`config.mk`:
```
export PLATFORM = sky130hd
export DESIGN_NAME = led_pixel_store_hsv_unit
export DESIGN_NICKNAME = d
export VERILOG_FILES = /design/src/rtl/core/lps_pkg.sv /design/src/rtl/core/lps_ctrl.sv /design/src/rtl/core/lps_datapath.sv /design/src/rtl/core/led_pixel_store_hsv_unit.sv
export SDC_FILE = /design/constraint.sdc
export NUM_CORES = 2
export LEC_CHECK = 0
export ABC_AREA = 1
export ABC_CLOCK_PERIOD_IN_PS = 5150
export BUFFER_PORTS_ARGS = -buffer_cell sky130_fd_sc_hd__buf_2
export CAP_MARGIN = 25
export CORE_ASPECT_RATIO = 1.25
export CORE_UTILIZATION = 27
export CTS_CLUSTER_SIZE = 8
export DETAILED_ROUTE_END_ITERATION = 10
export PLACE_DENSITY = 0.53
export SYNTH_ARGS = -nofsm -noshare
export SYNTH_HDL_FRONTEND = slang
export SYNTH_SLANG_ARGS = --single-unit
```
`constraint.sdc`:
```
create_clock -name clock -period 5.15 [get_ports clock]
set_clock_uncertainty 0.1 [all_clocks]
set_input_delay 0.515 -clock clock [delete_from_list [all_inputs] [get_ports clock]]
set_output_delay 0.515 -clock clock [all_outputs]
set_load 0.01 [all_outputs]
```
`src/rtl/core/lps_pkg.sv`:
```
`default_nettype none

package lps_pkg;

   localparam int LedCountDefault = 64;
   localparam int PixelIndexWidth = 8;
   localparam int LevelWidth = 8;
   localparam int ColourWidth = 3 * LevelWidth;

   localparam logic [7:0] HueMax = 8'd251;
   localparam logic [7:0] SectorSpan = 8'd42;
   localparam logic [7:0] Full = 8'd255;

   // pos * 255 / 41 as (x * PosRecip) >> PosShift, exact for x <= 41 * 255
   localparam logic [14:0] PosRecip = 15'd25576;
   localparam int PosShift = 20;

   typedef enum logic [1:0] {
      ACT_WRITE_RGB = 2'd0,
      ACT_WRITE_HSV = 2'd1,
      ACT_READ      = 2'd2,
      ACT_CLEAR     = 2'd3
   } action_type;

   typedef enum logic [2:0] {
      ST_IDLE,
      ST_READ_RESP,
      ST_HSV_POS,
      ST_HSV_MUL1,
      ST_HSV_DIV,
      ST_HSV_MUL2,
      ST_HSV_WRITE
   } state_type;

   typedef struct packed {
      logic write_rgb;
      logic capture_hsv;
      logic write_hsv;
      logic read;
      logic clear_all;
   } ctrl_cmd_type;

   // truncating x / 255 for x <= 65025
   function automatic logic [7:0] div255(input logic [15:0] x);
      logic [16:0] t;
      t = 17'(x) + 17'd1 + 17'(x[15:8]);
      return t[15:8];
   endfunction

endpackage

`default_nettype wire

```
`src/rtl/core/lps_ctrl.sv`:
```
`default_nettype none

module lps_ctrl (
   input  wire logic                  clock,
   input  wire logic                  reset,
   input  wire logic                  start,
   input  wire logic [1:0]            req_action,
   output logic                       busy,
   output logic                       rsp_strobe,
   output lps_pkg::ctrl_cmd_type      cmd
);

   lps_pkg::state_type state_ff, state_in;
   logic accept;

   assign accept = start && (state_ff == lps_pkg::ST_IDLE);

   always_ff @(posedge clock) begin
      if (reset) begin
         state_ff <= lps_pkg::ST_IDLE;
      end else begin
         state_ff <= state_in;
      end
   end

   always_comb begin
      state_in = state_ff;
      cmd = '0;
      busy = 1'b1;
      rsp_strobe = 1'b0;
      unique case (state_ff)
         lps_pkg::ST_IDLE: begin
            busy = 1'b0;
            if (start) begin
               unique case (lps_pkg::action_type'(req_action))
                  lps_pkg::ACT_WRITE_RGB: cmd.write_rgb = 1'b1;
                  lps_pkg::ACT_WRITE_HSV: begin
                     cmd.capture_hsv = 1'b1;
                     state_in = lps_pkg::ST_HSV_POS;
                  end
                  lps_pkg::ACT_READ: begin
                     cmd.read = 1'b1;
                     state_in = lps_pkg::ST_READ_RESP;
                  end
                  lps_pkg::ACT_CLEAR: cmd.clear_all = 1'b1;
                  default: state_in = lps_pkg::ST_IDLE;
               endcase
            end
         end
         lps_pkg::ST_READ_RESP: begin
            rsp_strobe = 1'b1;
            state_in = lps_pkg::ST_IDLE;
         end
         lps_pkg::ST_HSV_POS:  state_in = lps_pkg::ST_HSV_MUL1;
         lps_pkg::ST_HSV_MUL1: state_in = lps_pkg::ST_HSV_DIV;
         lps_pkg::ST_HSV_DIV:  state_in = lps_pkg::ST_HSV_MUL2;
         lps_pkg::ST_HSV_MUL2: state_in = lps_pkg::ST_HSV_WRITE;
         lps_pkg::ST_HSV_WRITE: begin
            cmd.write_hsv = 1'b1;
            state_in = lps_pkg::ST_IDLE;
         end
         default: state_in = lps_pkg::ST_IDLE;
      endcase
   end

   a_read_gives_beat: assert property (@(posedge clock) disable iff (reset)
      accept && (req_action == lps_pkg::ACT_READ) |=> rsp_strobe)
      else $error("read accepted without response beat");

   a_beat_from_read: assert property (@(posedge clock) disable iff (reset)
      rsp_strobe |-> $past(accept && (req_action == lps_pkg::ACT_READ)))
      else $error("response beat without read");

   a_hsv_write_timing: assert property (@(posedge clock) disable iff (reset)
      accept && (req_action == lps_pkg::ACT_WRITE_HSV) |-> ##5 cmd.write_hsv)
      else $error("hsv write not issued on time");

endmodule

`default_nettype wire

```
`src/rtl/core/lps_datapath.sv`:
```
`default_nettype none

module lps_datapath #(
   parameter int LED_COUNT = lps_pkg::LedCountDefault
) (
   input  wire logic                 clock,
   input  wire logic                 reset,
   input  wire lps_pkg::ctrl_cmd_type cmd,
   input  wire logic [7:0]           req_pixel_index,
   input  wire logic [7:0]           req_red_in,
   input  wire logic [7:0]           req_green_in,
   input  wire logic [7:0]           req_blue_in,
   input  wire logic [7:0]           req_hue_in,
   input  wire logic [7:0]           req_saturation_in,
   input  wire logic [7:0]           req_brightness_in,
   output logic [7:0]                rsp_red_out,
   output logic [7:0]                rsp_green_out,
   output logic [7:0]                rsp_blue_out,
   output logic                      rsp_found
);

   localparam int IdxW = (LED_COUNT > 1) ? $clog2(LED_COUNT) : 1;
   localparam int CW = lps_pkg::ColourWidth;

   logic [CW-1:0]        mem [LED_COUNT];
   logic [LED_COUNT-1:0] valid_ff;

   logic            req_in_range;
   logic [IdxW-1:0] req_addr;

   logic [7:0]  hue_c;
   logic [2:0]  sector;
   logic [7:0]  base;
   logic [5:0]  pos_raw;

   logic [2:0]      sector_ff;
   logic [13:0]     x_ff;
   logic [7:0]      sat_ff, val_ff;
   logic [IdxW-1:0] hidx_ff;
   logic            hin_ff;

   logic [28:0] pos_prod;
   logic [7:0]  pos_ff;
   logic [15:0] sp_ff, sq_ff, lp_ff;
   logic [7:0]  fall_t_ff, rise_t_ff, lo_ff;
   logic [15:0] fp_ff, rp_ff;
   logic [7:0]  fall, rise;
   logic [CW-1:0] hsv_rgb;

   logic            wr_en;
   logic [IdxW-1:0] wr_addr;
   logic [CW-1:0]   wr_data;

   logic [CW-1:0] rd_data_ff;
   logic          rd_hit_ff, rd_found_ff;

   assign req_in_range = req_pixel_index < 8'(LED_COUNT);
   assign req_addr = req_pixel_index[IdxW-1:0];

   always_comb begin
      hue_c = (req_hue_in > lps_pkg::HueMax) ? lps_pkg::HueMax : req_hue_in;
      if (hue_c >= 8'd210) begin
         sector = 3'd5; base = 8'd210;
      end else if (hue_c >= 8'd168) begin
         sector = 3'd4; base = 8'd168;
      end else if (hue_c >= 8'd126) begin
         sector = 3'd3; base = 8'd126;
      end else if (hue_c >= 8'd84) begin
         sector = 3'd2; base = 8'd84;
      end else if (hue_c >= lps_pkg::SectorSpan) begin
         sector = 3'd1; base = lps_pkg::SectorSpan;
      end else begin
         sector = 3'd0; base = 8'd0;
      end
      pos_raw = 6'(hue_c - base);
   end

   always_ff @(posedge clock) begin
      if (cmd.capture_hsv) begin
         sector_ff <= sector;
         x_ff      <= {pos_raw, 8'd0} - 14'(pos_raw);
         sat_ff    <= req_saturation_in;
         val_ff    <= req_brightness_in;
         hidx_ff   <= req_addr;
         hin_ff    <= req_in_range;
      end
   end

   assign pos_prod = 29'(x_ff) * 29'(lps_pkg::PosRecip);

   // stage registers run freely; the controller times the final write
   always_ff @(posedge clock) begin
      pos_ff    <= pos_prod[lps_pkg::PosShift +: 8];
      sp_ff     <= 16'(sat_ff) * 16'(pos_ff);
      sq_ff     <= 16'(sat_ff) * 16'(lps_pkg::Full - pos_ff);
      lp_ff     <= 16'(val_ff) * 16'(lps_pkg::Full - sat_ff);
      fall_t_ff <= lps_pkg::Full - lps_pkg::div255(sp_ff);
      rise_t_ff <= lps_pkg::Full - lps_pkg::div255(sq_ff);
      lo_ff     <= lps_pkg::div255(lp_ff);
      fp_ff     <= 16'(val_ff) * 16'(fall_t_ff);
      rp_ff     <= 16'(val_ff) * 16'(rise_t_ff);
   end

   assign fall = lps_pkg::div255(fp_ff);
   assign rise = lps_pkg::div255(rp_ff);

   always_comb begin
      case (sector_ff)
         3'd0:    hsv_rgb = {val_ff, rise, lo_ff};
         3'd1:    hsv_rgb = {fall, val_ff, lo_ff};
         3'd2:    hsv_rgb = {lo_ff, val_ff, rise};
         3'd3:    hsv_rgb = {lo_ff, fall, val_ff};
         3'd4:    hsv_rgb = {rise, lo_ff, val_ff};
         default: hsv_rgb = {val_ff, lo_ff, fall};
      endcase
   end

   always_comb begin
      if (cmd.write_hsv) begin
         wr_en   = hin_ff;
         wr_addr = hidx_ff;
         wr_data = hsv_rgb;
      end else begin
         wr_en   = cmd.write_rgb && req_in_range;
         wr_addr = req_addr;
         wr_data = {req_red_in, req_green_in, req_blue_in};
      end
   end

   always_ff @(posedge clock) begin
      if (wr_en) begin
         mem[wr_addr] <= wr_data;
      end
      if (cmd.read) begin
         rd_data_ff <= mem[req_addr];
      end
   end

   always_ff @(posedge clock) begin
      if (reset) begin
         valid_ff    <= '0;
         rd_hit_ff   <= 1'b0;
         rd_found_ff <= 1'b0;
      end else begin
         if (cmd.clear_all) begin
            valid_ff <= '0;
         end else if (wr_en) begin
            valid_ff[wr_addr] <= 1'b1;
         end
         if (cmd.read) begin
            rd_found_ff <= req_in_range;
            rd_hit_ff   <= req_in_range && valid_ff[req_addr];
         end
      end
   end

   assign rsp_red_out   = rd_data_ff[23:16] & {8{rd_hit_ff}};
   assign rsp_green_out = rd_data_ff[15:8] & {8{rd_hit_ff}};
   assign rsp_blue_out  = rd_data_ff[7:0] & {8{rd_hit_ff}};
   assign rsp_found     = rd_found_ff;

   a_hit_needs_found: assert property (@(posedge clock) disable iff (reset)
      rd_hit_ff |-> rd_found_ff)
      else $error("read hit outside the strip");

   a_clear_empties: assert property (@(posedge clock) disable iff (reset)
      cmd.clear_all |=> (valid_ff == '0))
      else $error("store not empty after clear");

   a_single_write: assert property (@(posedge clock) disable iff (reset)
      !(cmd.write_hsv && (cmd.write_rgb || cmd.clear_all || cmd.read)))
      else $error("hsv write clashes with another command");

endmodule

`default_nettype wire

```
`src/rtl/core/led_pixel_store_hsv_unit.sv`:
```
`default_nettype none

// Colour store for an LED strip of LED_COUNT pixels, with HSV to RGB conversion.
// Input: an item is taken on a rising edge with start high and busy low.
//   req_action selects write RGB, write HSV, read pixel or clear all.
// Output: a read gives one beat, rsp_strobe high for one cycle, in the cycle
//   after acceptance; rsp_found is low and the levels are zero when the index
//   is at or beyond LED_COUNT. Writes and clear give no beat.
// Timing: RGB write and clear keep the controller idle, so start may stay high.
//   A read goes through a registered store read, then the beat.
//   An HSV write holds busy through the converter sequence:
//   sector scale, two multiply / divide-by-255 rounds, then the store write.
// The receiver cannot stall; a beat is lost if not taken in its cycle.
// Reset: synchronous, clears the controller and the per-pixel valid bits,
//   so every pixel reads as zero at once; clear empties the valid bits likewise.
module led_pixel_store_hsv_unit #(
   parameter int LED_COUNT = lps_pkg::LedCountDefault
) (
   input  wire logic       clock,
   input  wire logic       reset,
   input  wire logic       start,
   output logic            busy,
   input  wire logic [1:0] req_action,
   input  wire logic [7:0] req_pixel_index,
   input  wire logic [7:0] req_red_in,
   input  wire logic [7:0] req_green_in,
   input  wire logic [7:0] req_blue_in,
   input  wire logic [7:0] req_hue_in,
   input  wire logic [7:0] req_saturation_in,
   input  wire logic [7:0] req_brightness_in,
   output logic            rsp_strobe,
   output logic [7:0]      rsp_red_out,
   output logic [7:0]      rsp_green_out,
   output logic [7:0]      rsp_blue_out,
   output logic            rsp_found
);

   lps_pkg::ctrl_cmd_type cmd;

   lps_ctrl u_ctrl (
      .clock      (clock),
      .reset      (reset),
      .start      (start),
      .req_action (req_action),
      .busy       (busy),
      .rsp_strobe (rsp_strobe),
      .cmd        (cmd)
   );

   lps_datapath #(
      .LED_COUNT (LED_COUNT)
   ) u_datapath (
      .clock             (clock),
      .reset             (reset),
      .cmd               (cmd),
      .req_pixel_index   (req_pixel_index),
      .req_red_in        (req_red_in),
      .req_green_in      (req_green_in),
      .req_blue_in       (req_blue_in),
      .req_hue_in        (req_hue_in),
      .req_saturation_in (req_saturation_in),
      .req_brightness_in (req_brightness_in),
      .rsp_red_out       (rsp_red_out),
      .rsp_green_out     (rsp_green_out),
      .rsp_blue_out      (rsp_blue_out),
      .rsp_found         (rsp_found)
   );

endmodule

`default_nettype wire

```
* After elaboration in Yosys (flattened, before gate mapping)
Memories as Yosys holds them, arrays and structs flattened. A register that Yosys moved wholly into a read port is not among the register bits.
Cells that the tools add are included.
** Operators by class
- Add/sub/neg operators :: 16
- Multiply operators :: 6
- Magnitude comparators :: 10
- Equal/unequal tests :: 15
- Mux-type cells :: 34
- Bitwise gates (word level) :: 4
- Reductions and logical operators :: 9
** Operator list (count)
- one-hot mux 24 bit (5 select lines) :: 1
- adder 16 x 1 -> 16 bit (second input constant) :: 5
- adder 16 x 8 -> 16 bit :: 5
- bitwise OR 64 bit :: 1
- multiplier 8 x 8 -> 16 bit :: 3
- two-way mux 6 bit :: 6
- multiplier 8 x 16 -> 16 bit :: 2
- multiplier 14 x 12 -> 25 bit (second input constant) :: 1
- bitwise AND 8 bit :: 3
- two-way mux 24 bit :: 1
- subtractor 8 x 8 -> 9 bit (first input constant) :: 2
- greater-or-equal comparator 8 x 7 -> 1 bit (second input constant) :: 2
- greater-or-equal comparator 8 bit (second input constant) :: 2
- subtractor 8 bit (first input constant) :: 2
- one-hot mux 3 bit (5 select lines) :: 1
- < comparator 6 x 7 -> 1 bit (second input constant) :: 2
- two-way mux 1 bit :: 14
- subtractor 14 x 6 -> 14 bit :: 1
- equality test 3 x 2 -> 1 bit (second input constant) :: 4
- equality test 3 bit (second input constant) :: 4
- two-way mux 3 bit :: 3
- greater-or-equal comparator 8 x 6 -> 1 bit (second input constant) :: 1
- greater-than comparator 8 bit (second input constant) :: 1
- < comparator 8 x 7 -> 1 bit (second input constant) :: 1
- other kinds (17) :: 26
** Word-level totals
- Register bits :: 221
- Bits in writable memories :: 1536
- Input port bits :: 61
- Logic and storage cells :: 115
- Memories kept :: 1
** Memories
- u_datapath.mem :: depth 64, width 24, rd ports 1, clocked after Yosys merged registers in 1, write ports 1, RTL line lps_datapath.sv:25 : logic [CW-1:0] mem [LED_COUNT];

* Depth between registers and ports, before layout
- Word-level depth :: 10
- Mapped depth :: 21

* Cells and area by module
Synthesis repeated with hierarchy kept, for this count alone.
** Unflattened totals
- Cell total of the unflattened synthesis :: 7536
- Area total of the unflattened synthesis :: 84656.2 um2
** By module, submodules not included
- lps_datapath :: times used 1, cells an instance 7499, area an instance 84444.7 um2
- lps_ctrl :: times used 1, cells an instance 37, area an instance 211.5 um2

* Worst setup path after synthesis
No wires, ideal clock.
- Kind :: register -> register
- Start :: reg u_datapath.rp_ff[10]
- End :: mem u_datapath.mem[0][4] (netlist name) (data pin)
- Data arrival time :: 4055 ps
- Slack :: 294 ps
- Cell stages (with the launch flop) :: 12
- Buffers on the path :: 0
- Cell sequence :: dfxtp_1 -> ha_1 -> nand2_1 -> o21ai_0 -> nand3_1 -> nand3_1 -> nand2_1 -> nand2_1 -> nand3_1 -> nand2_1 -> nand2_1 -> o21ai_0
** On the way
- Longest elaborated chain between the ends :: 4
** Ends and longest elaborated chain
- start, declared :: RTL line lps_datapath.sv:46 : logic [15:0] fp_ff, rp_ff;
- start signal, assigned :: RTL line lps_datapath.sv:101 : rp_ff <= 16'(val_ff) * 16'(rise_t_ff);
- adder 16 x 1 -> 16 bit :: RTL line lps_pkg.sv:46 : t = 17'(x) + 17'd1 + 17'(x[15:8]);
- adder 16 x 8 -> 16 bit (*) :: RTL line lps_pkg.sv:46
- one-hot mux 24 bit (5 select lines) (*) :: RTL line lps_datapath.sv:108 : case (sector_ff)
- two-way mux 24 bit (*) :: RTL line lps_datapath.sv:119 : if (cmd.write_hsv) begin
- via u_datapath.wr_data[4] :: RTL line lps_datapath.sv:52 : logic [CW-1:0] wr_data;
- end, declared :: RTL line lps_datapath.sv:25
The timed path passes the listed nets; every way through them passes the cells marked *.

* Final worst setup path
- Start :: reg u_datapath.val_ff[3]
- End :: reg u_datapath.rp_ff[13]
** On the way
- Longest elaborated chain between the ends :: 1
** Ends and longest elaborated chain
- start, declared :: RTL line lps_datapath.sv:38 : logic [7:0] sat_ff, val_ff;
- start signal, assigned :: RTL line lps_datapath.sv:83 : val_ff <= req_brightness_in;
- multiplier 8 x 8 -> 16 bit :: RTL line lps_datapath.sv:101
No other way between the ends.
A chain may end at the register's enable or synchronous reset.

==> flow_summary_export.csv <==
group,metric,value,unit
global_routing,grt_first_pass_wirelength,397000,um
route,postRouteAntennaNets,0,
floorplanning,coreArea,315000,um2
pwr,power.density,533,nW/um2
synth,syn-cell-area,85500,um2
sta,max_slew_margin,31.3,%
sta,hold_viol_final,0,
sta,timing.setup.tns,0,ns
layout,fin_nets,8694,
worst_setup_path,crit_type,"register to register",
worst_setup_path,required,5.74,ns
worst_setup_path,r2r_cells,16,
outcome,status,"finished with violations",
clocking,cts_made_buffers,268,
min_path,worstHoldPathType,"input pin to register",
worst_setup_path,crit_chain,"buf_4 -> nand2_1 -> fa_1 -> fa_1 -> fa_1 -> fa_1 -> inv_1 -> ha_1 -> inv_1 -> o21ai_0 -> a21boi_0 -> o21ai_0 -> a21o_1 -> nand2_1 -> nand2_1 -> xor2_1",
place,io_buffer_count,87,
clocking,path_clk_slew,0.06,ns
sta,fin_crit_sh,91.5,%
synth,synthCells,7935,
clocking,cts_tree,"done",
worst_setup_path,regToRegSetupSlack,0.44,ns
synth,yosysWarnings,0,
clocking,cts-root-buf,"clkbuf_16",
global_routing,antenna_found_initial,9,
clocking,insertion_delay,0.85,ns
place,dp_hpwl,165000,um
clocking,cts_sinks,1781,
floorplanning,die_h,631,um
synth,syn-num-nets,8556,
floorplanning,initial_utilization,27.2,%
floorplanning,die_w,505,um
route,num_vias,60500,
global_routing,grt_overflow,0,
layout,fillers,31700,
pwr,p_leak,37.9,nW
synth,synth_cell_type_count,53,
synth,yosys.area.top_type,"edfxtp_1",
sta,setup_violations,0,
worst_setup_path,cp_max_fo,14,
sta,final_max_slew_viol_count,0,
worst_setup_path,worstPathArrival,5.30,ns
route,first_pass_iters,11,
sta,tightest_slew,1.03,ns
route,drt_drc_violations_left,24,
route,drtIter0Drc,5734,
global_routing,grt_util_all_layers,16.5,%
clocking,cts_setup_buffers,0,
synth,yosysSeqAreaShare,60.5,%
sta,rsz0062_at_grt,"false",
route,via_per_inst,4.88,
place,gp_congestion,0.849,
route,wire_per_inst,21.7,um
route,wirelength,269000,um
route,wl_met2,127000,um
flow_run,drv.max_cap_violation_count,0,
route,route.met3.wl,19200,um
worst_setup_path,path_common_cell,"fa_1",
worst_setup_path,cpPeakStageDelay,0.75,ns
route,wl_met1,114000,um
outcome,violations,"design-rule violations",
worst_setup_path,slowest_stage,"edfxtp_1",
min_path,min_path_cells,1,
sta,period_minus_slack,4.71,ns
synth,avgSynthCellArea,10.8,um2
sta,max_freq,0.212,GHz
floorplanning,die-area,319000,um2
global_routing,grt_max_degree,156,
sta,hold_ws,0.138,ns
clocking,clockBufferDepth,4,
synth,synthTopCellsByArea,"edfxtp_1 56%, o21ai_0 6.0%, fa_1 5.7%",
worst_setup_path,startpoint_type,"register",
route,dr.max_layer_used,"met5",
synth,synth-seq-cells,1781,
pwr,ir_drop,0.000496,V
floorplanning,core.rowCount,230,
layout,area_delta_synth_final,16.0,%
global_routing,grt_pass1_vias,60700,
layout,drive_above_1_share,8.35,%
floorplanning,ios,88,
worst_setup_path,end_kind,"register",
clocking,htreeDepth,5,
synth,synth_top_area_share,56.2,%
## layer usage
layer / up-vias / GRT usage (%)
li1: 27500 / -
met3: 417 / 2.47
met5: - / 0
met2: 2250 / 27.3
met4: 2 / 5.96
met1: 30300 / 21.7
## worst paths after layout
check / from / endpoint
setup / recovery: u_datapath.val_ff[3] / u_datapath.rp_ff[13]
hold / removal: req_pixel_index[4] / u_datapath.hidx_ff[4]
setup reg to reg: u_datapath.val_ff[3] / u_datapath.rp_ff[13]
hold reg to reg: u_datapath.valid_ff[37] / u_datapath.valid_ff[37]
## stage by stage
step	worst slack [ns]	power [W]	cell area (um2)	utilization, %	instances
after floorplan	0.294	0.0316	85500	-	7935
after global placement	0.524	0.0371	91300	29.0	12000
after detailed placement	0.508	0.0371	91300	29.0	12000
after CTS	0.460	0.0534	99100	31.5	12400
after global routing	0.117	0.0566	99100	31.5	12400
final	0.439	0.0528	99200	31.5	12400
## logic make-up (layout without fill, tap and decap cells)
family,after synthesis,after routing,share of synthesized area (%)
xor gates and xnor gates,92,92,0.943
and+or+nand+nor,2657,2657,12.4
adders and majority gates,560,560,10.3
other,0,6,0
buffers and inverters,1190,1458,5.40
AOI/OAI and AO/OA,1655,1655,10.5
DFF,1781,1781,60.5
## flip-flops by register name, indices dropped and copies added (netlist names), 6 cells and up
signal / flops
u_datapath.fall_t_ff: 8
u_datapath.fp_ff: 16
u_datapath.hidx_ff: 6
u_datapath.lo_ff: 8
u_datapath.lp_ff: 16
u_datapath.mem: 1536
u_datapath.pos_ff: 8
u_datapath.rd_data_ff: 24
u_datapath.rise_t_ff: 8
u_datapath.rp_ff: 16
u_datapath.sat_ff: 8
u_datapath.sp_ff: 16
u_datapath.sq_ff: 16
u_datapath.val_ff: 8
u_datapath.valid_ff: 64
u_datapath.x_ff: 14
## power breakdown
group	total (W)	leakage [nW]	switching [W]	internal (W)
Sequential	0.0174	15.9	0.000696	0.0167
Clock	0.0161	3.64	0.00630	0.00976
Combinational	0.0193	18.4	0.0121	0.00724
## synth_stat cells, drive strengths merged
cell	number
a211oi	3
a21boi	3
a21o	10
a21oi	148
a221oi	15
a31oi	8
and2	5
and3	2
buf	106
clkbuf	319
clkinv	4
dfxtp	181
edfxtp	1600
fa	244
ha	316
inv	761
nand2	1159
nand3	222
nand3b	7
nand4	20
nor2	1196
nor2b	1
nor3	28
nor3b	1
nor4	2
o2111ai	3
o211ai	6
o21a	2
o21ai	1057
o21bai	10
o221ai	4
o22ai	382
o311ai	1
o31ai	3
or2	14
xnor2	27
xor2	65
## layout make-up
type | instances | area [um2] | area share, %
Clock buffer | 378 | 7260 | 7.32
Antenna cell | 6 | 15.0 | 0.0151
Timing Repair Buffer | 293 | 2460 | 2.48
Tap cell | 4176 | 5230 | 5.27
Sequential cell | 1781 | 51700 | 52.1
Clock inverter | 22 | 308 | 0.310
Inverter | 765 | 2900 | 2.92
Multi-Input combinational cell | 4964 | 29300 | 29.6
## timing repair
action	in CTS	in global routing
endpoints found under the hold margin	24	0
hold buffers	23	0
gates resized for setup	0	0
## cell usage in the layout (no fill, tap or decap), types with 23 or more instances in the layout
cell type / n
clkbuf_16: 273
nor2_4: 23
nand2_1: 1146
inv_1: 703
buf_12: 31
o21ai_0: 1013
fa_1: 244
dfxtp_1: 181
dlygate4sd3_1: 23
nor2_1: 1171
edfxtp_1: 1600
ha_1: 316
xnor2_1: 27
xor2_1: 65
buf_2: 83
buf_4: 153
clkbuf_1: 102
inv_2: 53
o22ai_1: 382
nand3_1: 222
a21oi_1: 148
o21ai_1: 34
nor3_1: 27
## critical path: cells and delay by family (launching register included)
kind / cells / cell delay [ns]
XOR/XNOR: 1 / 0.13
adder cells (fa/ha/maj): 5 / 2.29
flip-flops: 1 / 0.75
AO/OA/AOI/OAI: 4 / 0.69
AND/OR/NAND/NOR: 3 / 0.21
buffers and inverters: 3 / 0.41
Note: power is estimated with default switching activity, not from simulation.
